`src/nvmeqp_pkg.sv`:
```
// Shared types and constants for the NVMe I/O queue pair engine.
// Holds the operation and result codes and the result word layout; no dependencies.
package nvmeqp_pkg;

  localparam int unsigned QueueDepthDef = 64;
  localparam int unsigned SlotW         = 6;
  localparam int unsigned CidW          = 16;
  localparam int unsigned TicksW        = 32;

  localparam logic [TicksW-1:0] TimeoutReset = 32'd1_000_000;

  // Register index carried by paddr[2]; byte offsets within a word are ignored.
  localparam logic [0:0] RegTimeoutTicks = 1'b0;

  typedef enum logic [1:0] {
    OpSubmit = 2'd0,
    OpEntry  = 2'd1,
    OpTick   = 2'd2,
    OpUnused = 2'd3
  } op_e;

  typedef enum logic [2:0] {
    KindNothing   = 3'd0,
    KindSubmitted = 3'd1,
    KindForeign   = 3'd2,
    KindOwnDone   = 3'd3,
    KindTimedOut  = 3'd4,
    KindRejected  = 3'd5
  } kind_e;

  typedef enum logic [1:0] {
    ErrSuccess  = 2'd0,
    ErrIo       = 2'd1,
    ErrTimedOut = 2'd2
  } err_e;

  typedef struct packed {
    kind_e              kind;
    logic [SlotW-1:0]   sq_slot;
    logic [CidW-1:0]    command_id;
    logic [7:0]         cmd_opcode;
    logic [31:0]        cmd_nsid;
    logic [63:0]        cmd_prp;
    logic [31:0]        cmd_dword10;
    logic [31:0]        cmd_dword11;
    logic [15:0]        cmd_dword12;
    logic [SlotW-1:0]   doorbell_value;
    logic [14:0]        completion_status;
    err_e               final_error;
  } result_t;

endpackage

```
`src/nvme_io_queue_pair_engine.sv`:
```
// Top level of the NVMe I/O queue pair engine: input stage, queue state and result register.
// Depends on nvmeqp_pkg for codes, widths and the result word layout.
//
// Usage:
//   Input channel (in_valid_i / in_stall_o) carries one word per operation: a submit,
//   a completion entry read at the queue head, or a time tick. Every accepted word
//   produces exactly one result word on the output channel (out_valid_o / out_stall_i),
//   kind "nothing" included, in order.
//   A word accepted on the input channel is captured in the input stage, then evaluated against
//   the queue state and written to the result register once that register is free, which raises
//   out_valid_o. Throughput is one word per cycle while the output is not stalled; the queue
//   pointers, phase, command id and tick counter are updated in the same cycle that the result
//   is registered, so consecutive words see each other's effects.
//   When the receiver stalls, the result register holds its word and the input stage
//   holds one more; in_stall_o rises only when both are full and the output is stalled.
//   Reset clears all queue state (phase to one), empties both stages and sets the
//   timeout register to 1000000 ticks. The timeout register is written through the
//   APB port at byte address 0 and should only be written while the engine is idle.
module nvme_io_queue_pair_engine (
  input  logic         clk_i,
  input  logic         rst_ni,
  // Configuration port.
  input  logic         psel,
  input  logic         penable,
  input  logic         pwrite,
  input  logic [2:0]   paddr,
  input  logic [31:0]  pwdata,
  output logic [31:0]  prdata,
  output logic         pready,
  // Input channel.
  input  logic         in_valid_i,
  output logic         in_stall_o,
  input  logic [1:0]   operation_i,
  input  logic [7:0]   opcode_i,
  input  logic [31:0]  namespace_id_i,
  input  logic [63:0]  start_lba_i,
  input  logic [15:0]  block_count_i,
  input  logic [63:0]  buffer_addr_i,
  input  logic [15:0]  entry_status_raw_i,
  input  logic [15:0]  entry_cid_i,
  // Output channel.
  output logic         out_valid_o,
  input  logic         out_stall_i,
  output logic [2:0]   result_kind_o,
  output logic [5:0]   sq_slot_o,
  output logic [15:0]  command_id_o,
  output logic [7:0]   cmd_opcode_o,
  output logic [31:0]  cmd_nsid_o,
  output logic [63:0]  cmd_prp_o,
  output logic [31:0]  cmd_dword10_o,
  output logic [31:0]  cmd_dword11_o,
  output logic [15:0]  cmd_dword12_o,
  output logic [5:0]   doorbell_value_o,
  output logic [14:0]  completion_status_o,
  output logic [1:0]   final_error_o
);

  localparam int unsigned QUEUE_DEPTH = nvmeqp_pkg::QueueDepthDef;
  localparam int unsigned PtrW = $clog2(QUEUE_DEPTH);
  localparam logic [PtrW-1:0] PtrLast = PtrW'(QUEUE_DEPTH - 1);

  // Configuration register.
  logic [31:0] timeout_q, timeout_d;
  logic        cfg_wr;

  assign pready = 1'b1;
  assign cfg_wr = psel && penable && pwrite && pready
                  && (paddr[2] == nvmeqp_pkg::RegTimeoutTicks);

  always_comb begin
    timeout_d = timeout_q;
    if (cfg_wr) begin
      timeout_d = pwdata;
    end
  end

  assign prdata = (paddr[2] == nvmeqp_pkg::RegTimeoutTicks) ? timeout_q : 32'd0;

  // Handshake and stage control.
  logic s1_valid_q, s1_valid_d;
  logic out_valid_q, out_valid_d;
  logic out_ready, s1_adv, in_accept;

  assign out_ready  = !out_valid_q || !out_stall_i;
  assign s1_adv     = s1_valid_q && out_ready;
  assign in_stall_o = s1_valid_q && !out_ready;
  assign in_accept  = in_valid_i && !in_stall_o;

  always_comb begin
    s1_valid_d = s1_valid_q;
    if (!in_stall_o) begin
      s1_valid_d = in_valid_i;
    end
    out_valid_d = out_valid_q;
    if (out_ready) begin
      out_valid_d = s1_valid_q;
    end
  end

  // Input stage payload.
  nvmeqp_pkg::op_e s1_op_q;
  logic [7:0]      s1_opcode_q;
  logic [31:0]     s1_nsid_q;
  logic [63:0]     s1_lba_q;
  logic [15:0]     s1_nlb_q;
  logic [63:0]     s1_buf_q;
  logic [15:0]     s1_raw_q;
  logic [15:0]     s1_ecid_q;

  always_ff @(posedge clk_i) begin
    if (in_accept) begin
      s1_op_q     <= nvmeqp_pkg::op_e'(operation_i);
      s1_opcode_q <= opcode_i;
      s1_nsid_q   <= namespace_id_i;
      s1_lba_q    <= start_lba_i;
      s1_nlb_q    <= block_count_i;
      s1_buf_q    <= buffer_addr_i;
      s1_raw_q    <= entry_status_raw_i;
      s1_ecid_q   <= entry_cid_i;
    end
  end

  // Queue state.
  logic [PtrW-1:0] sq_tail_q, sq_tail_d;
  logic [PtrW-1:0] cq_head_q, cq_head_d;
  logic            cq_phase_q, cq_phase_d;
  logic [15:0]     next_cid_q, next_cid_d;
  logic            awaiting_q, awaiting_d;
  logic [15:0]     pending_id_q, pending_id_d;
  logic [31:0]     elapsed_q, elapsed_d;

  logic [PtrW-1:0] tail_inc, head_inc;
  logic [31:0]     elapsed_inc;
  nvmeqp_pkg::result_t res_d, res_q;

  assign tail_inc    = (sq_tail_q == PtrLast) ? '0 : sq_tail_q + 1'b1;
  assign head_inc    = (cq_head_q == PtrLast) ? '0 : cq_head_q + 1'b1;
  assign elapsed_inc = elapsed_q + 32'd1;

  always_comb begin
    sq_tail_d    = sq_tail_q;
    cq_head_d    = cq_head_q;
    cq_phase_d   = cq_phase_q;
    next_cid_d   = next_cid_q;
    awaiting_d   = awaiting_q;
    pending_id_d = pending_id_q;
    elapsed_d    = elapsed_q;
    res_d        = '0;

    unique case (s1_op_q)
      nvmeqp_pkg::OpSubmit: begin
        if (awaiting_q) begin
          res_d.kind = nvmeqp_pkg::KindRejected;
        end else begin
          res_d.kind           = nvmeqp_pkg::KindSubmitted;
          res_d.sq_slot        = nvmeqp_pkg::SlotW'(32'(sq_tail_q));
          res_d.command_id     = next_cid_q;
          res_d.cmd_opcode     = s1_opcode_q;
          res_d.cmd_nsid       = s1_nsid_q;
          res_d.cmd_prp        = s1_buf_q;
          res_d.cmd_dword10    = s1_lba_q[31:0];
          res_d.cmd_dword11    = s1_lba_q[63:32];
          res_d.cmd_dword12    = s1_nlb_q - 16'd1;
          res_d.doorbell_value = nvmeqp_pkg::SlotW'(32'(tail_inc));
          sq_tail_d            = tail_inc;
          next_cid_d           = next_cid_q + 16'd1;
          awaiting_d           = 1'b1;
          pending_id_d         = next_cid_q;
          elapsed_d            = '0;
        end
      end
      nvmeqp_pkg::OpEntry: begin
        // Only an entry whose phase matches the expected phase is new.
        if (awaiting_q && (s1_raw_q[0] == cq_phase_q)) begin
          cq_head_d            = head_inc;
          if (cq_head_q == PtrLast) begin
            cq_phase_d = !cq_phase_q;
          end
          res_d.doorbell_value = nvmeqp_pkg::SlotW'(32'(head_inc));
          res_d.command_id     = s1_ecid_q;
          if (s1_ecid_q != pending_id_q) begin
            res_d.kind = nvmeqp_pkg::KindForeign;
          end else begin
            res_d.kind              = nvmeqp_pkg::KindOwnDone;
            res_d.completion_status = s1_raw_q[15:1];
            res_d.final_error       = (|s1_raw_q[15:1]) ? nvmeqp_pkg::ErrIo
                                                        : nvmeqp_pkg::ErrSuccess;
            awaiting_d              = 1'b0;
          end
        end
      end
      nvmeqp_pkg::OpTick: begin
        if (awaiting_q) begin
          elapsed_d = elapsed_inc;
          if (elapsed_inc >= timeout_q) begin
            res_d.kind        = nvmeqp_pkg::KindTimedOut;
            res_d.command_id  = pending_id_q;
            res_d.final_error = nvmeqp_pkg::ErrTimedOut;
            awaiting_d        = 1'b0;
          end
        end
      end
      default: begin
      end
    endcase
  end

  always_ff @(posedge clk_i or negedge rst_ni) begin
    if (!rst_ni) begin
      timeout_q    <= nvmeqp_pkg::TimeoutReset;
      s1_valid_q   <= 1'b0;
      out_valid_q  <= 1'b0;
      sq_tail_q    <= '0;
      cq_head_q    <= '0;
      cq_phase_q   <= 1'b1;
      next_cid_q   <= '0;
      awaiting_q   <= 1'b0;
      pending_id_q <= '0;
      elapsed_q    <= '0;
    end else begin
      timeout_q   <= timeout_d;
      s1_valid_q  <= s1_valid_d;
      out_valid_q <= out_valid_d;
      if (s1_adv) begin
        sq_tail_q    <= sq_tail_d;
        cq_head_q    <= cq_head_d;
        cq_phase_q   <= cq_phase_d;
        next_cid_q   <= next_cid_d;
        awaiting_q   <= awaiting_d;
        pending_id_q <= pending_id_d;
        elapsed_q    <= elapsed_d;
      end
    end
  end

  always_ff @(posedge clk_i) begin
    if (s1_adv) begin
      res_q <= res_d;
    end
  end

  assign out_valid_o         = out_valid_q;
  assign result_kind_o       = res_q.kind;
  assign sq_slot_o           = res_q.sq_slot;
  assign command_id_o        = res_q.command_id;
  assign cmd_opcode_o        = res_q.cmd_opcode;
  assign cmd_nsid_o          = res_q.cmd_nsid;
  assign cmd_prp_o           = res_q.cmd_prp;
  assign cmd_dword10_o       = res_q.cmd_dword10;
  assign cmd_dword11_o       = res_q.cmd_dword11;
  assign cmd_dword12_o       = res_q.cmd_dword12;
  assign doorbell_value_o    = res_q.doorbell_value;
  assign completion_status_o = res_q.completion_status;
  assign final_error_o       = res_q.final_error;

`ifndef SYNTHESIS
  // A submit leaves a command in flight with a fresh tick count.
  assert property (@(posedge clk_i) disable iff (!rst_ni)
    (s1_adv && res_d.kind == nvmeqp_pkg::KindSubmitted) |=> (awaiting_q && elapsed_q == '0))
    else $error("submit did not start waiting for its completion");

  // Finishing or timing out the command ends the wait.
  assert property (@(posedge clk_i) disable iff (!rst_ni)
    (s1_adv && (res_d.kind == nvmeqp_pkg::KindOwnDone
                || res_d.kind == nvmeqp_pkg::KindTimedOut)) |=> !awaiting_q)
    else $error("command still awaited after completion or timeout");

  // Only a submitted word carries a submission entry.
  assert property (@(posedge clk_i) disable iff (!rst_ni)
    (out_valid_o && result_kind_o != nvmeqp_pkg::KindSubmitted)
      |-> (cmd_prp_o == '0 && cmd_dword12_o == '0 && sq_slot_o == '0))
    else $error("submission fields set on a non-submit result");

  // A rejected or no-op word never moves the queue pointers.
  assert property (@(posedge clk_i) disable iff (!rst_ni)
    (s1_adv && (res_d.kind == nvmeqp_pkg::KindRejected
                || res_d.kind == nvmeqp_pkg::KindNothing))
      |=> ($stable(sq_tail_q) && $stable(cq_head_q) && $stable(cq_phase_q)))
    else $error("queue pointers moved on a rejected or empty result");
`endif

endmodule

```
`config.mk`:
```
export PLATFORM = sky130hd
export DESIGN_NAME = nvme_io_queue_pair_engine
export DESIGN_NICKNAME = d
export VERILOG_FILES = /design/src/nvmeqp_pkg.sv /design/src/nvme_io_queue_pair_engine.sv
export SDC_FILE = /design/constraint.sdc
export NUM_CORES = 1
export LEC_CHECK = 0
export BUFFER_PORTS_ARGS = -buffer_cell sky130_fd_sc_hd__buf_2
export CAP_MARGIN = 10
export CORE_AREA = 2 2 204 206
export DETAILED_ROUTE_END_ITERATION = 12
export DIE_AREA = 0 0 206 208
export HOLD_SLACK_MARGIN = 0.02
export MAX_ROUTING_LAYER = met4
export PLACE_DENSITY = 0.81
export SYNTH_ARGS = -nofsm -noshare
export SYNTH_HDL_FRONTEND = slang
export SYNTH_SLANG_ARGS = --single-unit
```
`constraint.sdc`:
```
create_clock -name clk_i -period 12.7 [get_ports clk_i]
set_input_delay 1.905 -clock clk_i [delete_from_list [all_inputs] [get_ports clk_i]]
set_output_delay 1.905 -clock clk_i [all_outputs]
set_load 0.005 [all_outputs]
```
==> results.cfg <==
[sta]
setup_tns_ns = 0
finalHoldViolCount = 0
drv_slew = 0
finalClockSkew_ns = 0.0247
fmax_ghz = 0.211
worst_pin_slew_ns = 1.11
maxSlewHeadroom_pct = 26.3
rsz0062_at_grt = false
fin_crit_sh_pct = 37.2
finalSetupViolations = 0
period_minus_slack_ns = 4.73

[drt]
drc = 0
drt-initial-drc-count = 1030
final_antenna_net_count = 0
routedWlPerCell_um = 20.5
dr.pass1.iters = 5
via_per_inst = 5.35
vias = 13919
wirelength_mm = 53.4

[place]
place_congestion = 0.873
dp_hpwl_mm = 37.0
dpl_cell_area_um2 = 25200
io_buffers = 523
dp.cells = 2477

[run_status]
run_status = finished, final reports clean

[clocking]
htree_num_levels = 2
cts_hold_buf = 0
cts_tree = done
path_clk_slew_ns = 0.06
clock-sinks = 562
cts_resized = 0
root_buffer = clkbuf_16
cts_buffer_depth = 3
worst_skew_pair.late_latency_ns = 0.60
numCtsBuffers = 56
post_cts_buffers = 0

[power]
p_per_area_nw_per_um2 = 160
vdd_drop_max_mv = 0.115
p_leak_nw = 11.3
power_mw = 4.33

[yosys]
ys_ff_latch = 562
synth_nets = 1768
avgSynthCellArea_um2 = 15.0
ys_seq_area_share_pct = 74.1
netlist_instances = 1467
synthFlopType = edfxtp_1
synth-edff-count = 450
async_flop_share_pct = 19.9
synthDistinctLibCells = 58
synth_area_um2 = 22000
synth_warnings = 0

[worst_hold_path]
hold_end = out_valid_o$_DFFE_PN0N_
hold_path_depth = 1
hold_start = s1_valid_q$_DFFE_PN0N_
hp-class = flop to flop

[setup_path]
reg2reg_to = command_id_o[14]$_DFFE_PP_
start_kind = flop
r2r_cells = 11
arrival_ns = 5.12
cp.required_ns = 13.09
crit_fanout = 16
end_kind = flop
r2r_setup_slack_ns = 7.97
r2r-start = elapsed_q[0]$_DFFE_PN0P_
criticalPathCategory = flop to flop

[layout]
finalInstanceArea_um2 = 27100
final_layout_size_suffix_gt1_share_pct = 33.4
fillCellCount = 2831
final_cells = 2603
synthToLayoutAreaGrowth_pct = 23.0
layout.nets = 2304

[grt]
grt_max_degree = 99
grt_overflow = 0
grt_pass1_vias = 13963
grt_pass1_wl_mm = 79.3
grt.total_usage_pct = 25.2
antenna_found_initial = 24

[floorplanning]
std_cell_rows = 74
die_w_um = 206
start_util_pct = 54.3
core_area_um2 = 40600
die_h_um = 208
die_area_um2 = 42800
pin_count = 527

[flow_run]
maxCapViolations = 0
## how the worst max path moves through the flow
stage                                   from  depth (start not counted)  slack (ns)                    endpoint
finish              elapsed_q[0]$_DFFE_PN0P_                         11        7.97  command_id_o[14]$_DFFE_PP_
global placement                    paddr[2]                          3        8.24                   prdata[0]
CTS                 elapsed_q[0]$_DFFE_PN0P_                         11        8.09  command_id_o[14]$_DFFE_PP_
global route        elapsed_q[0]$_DFFE_PN0P_                         11        7.78  command_id_o[14]$_DFFE_PP_
floorplan                        out_stall_i                          7        4.28    sq_tail_q[5]$_DFFE_PN0P_
detailed placement  elapsed_q[0]$_DFFE_PN0P_                         11        8.13  command_id_o[14]$_DFFE_PP_
## cell families (layout without fill, tap and decap cells)
family / after synthesis / in the layout / share of synthesized area [%]
DFF: 562 / 562 / 74.1
and+or+nand+nor: 501 / 501 / 12.2
AOI/OAI and AO/OA: 144 / 144 / 4.43
buffers and inverters: 99 / 678 / 1.82
xor gates and xnor gates: 84 / 84 / 3.34
adders and majority gates: 41 / 41 / 2.33
muxes: 35 / 35 / 1.79
other: 1 / 26 / 0.0170
## report_power, final
part | internal (mW) | switching [mW] | total (mW)
clock network | 0.968 | 0.689 | 1.66
registers | 2.17 | 0.0828 | 2.26
logic | 0.173 | 0.241 | 0.414
total | 3.31 | 1.01 | 4.33
## area by class of cell
cell class / count / area, um2 / share of cell area [%]
flip-flops and latches: 562 / 16300 / 60.3
multi-input cells: 806 / 5310 / 19.6
repair buffers: 536 / 2720 / 10.0
clock buffers: 69 / 1470 / 5.43
well taps: 532 / 666 / 2.46
clock inverters: 32 / 363 / 1.34
inverters: 41 / 161 / 0.596
diodes: 25 / 62.6 / 0.231
## cell usage after synthesis (all sizes together), types with 8 or more instances
library cell	n	area, um2
edfxtp	450	13500
and2	192	1200
nand2	126	473
dfrtp	104	2600
nor2	76	285
clkbuf	48	181
xnor2	47	412
ha	41	513
inv	41	154
xor2	37	324
mux2	35	394
nand3	31	165
o21ai	31	155
a21oi	22	110
a31oi	21	131
a22oi	16	120
o2bb2ai	16	140
nand4	15	109
nor4	14	115
nor3	13	75.1
buf	10	65.1
a22o	9	78.8
dfstp	8	210
## routing by layer
metal | GRT usage [%] | wire, um
met4 | 10.8 | 1940
met3 | 7.57 | 5030
met5 | - | 0
met2 | 41.3 | 27000
met1 | 28.7 | 19500
## stage by stage
step / hold slack (ns) / utilization (%) / worst slack, ns
finish: 0.485 / 66.8 / 7.97
detailed placement: 0.474 / 62.1 / 8.13
floorplan: 0.441 / - / 4.28
global placement: 0.452 / 62.1 / 8.24
CTS: 0.490 / 66.6 / 8.09
global route: 0.514 / 66.8 / 7.78
## worst max-delay path: stages (launching register included)
cell       delay (ns)
dfrtp_1          0.52
ha_1             0.42
nand3_2          0.23
nor4_4           0.49
and4_1           0.30
xor2_1           0.09
ha_1             0.29
nand4_1          0.17
nor4_1           0.54
o31ai_1          0.30
a41oi_2          0.93
o2bb2ai_1        0.23
## placed cells by master (no fill, tap or decap), types with 16 or more instances in the layout
cell type,synthesis,final
nand3_1,29,29
dfrtp_1,104,104
o2bb2ai_1,16,16
xnor2_1,47,47
ha_1,41,41
a22oi_1,16,16
nand2_1,126,126
xor2_1,37,37
edfxtp_1,450,450
inv_1,41,40
and2_1,192,191
clkbuf_16,0,57
a31oi_1,21,21
o21ai_0,31,30
diode_2,0,25
mux2_2,35,35
buf_2,4,522
a21oi_1,22,22
nor2_1,76,76
Power figures use the tool's default switching activity.
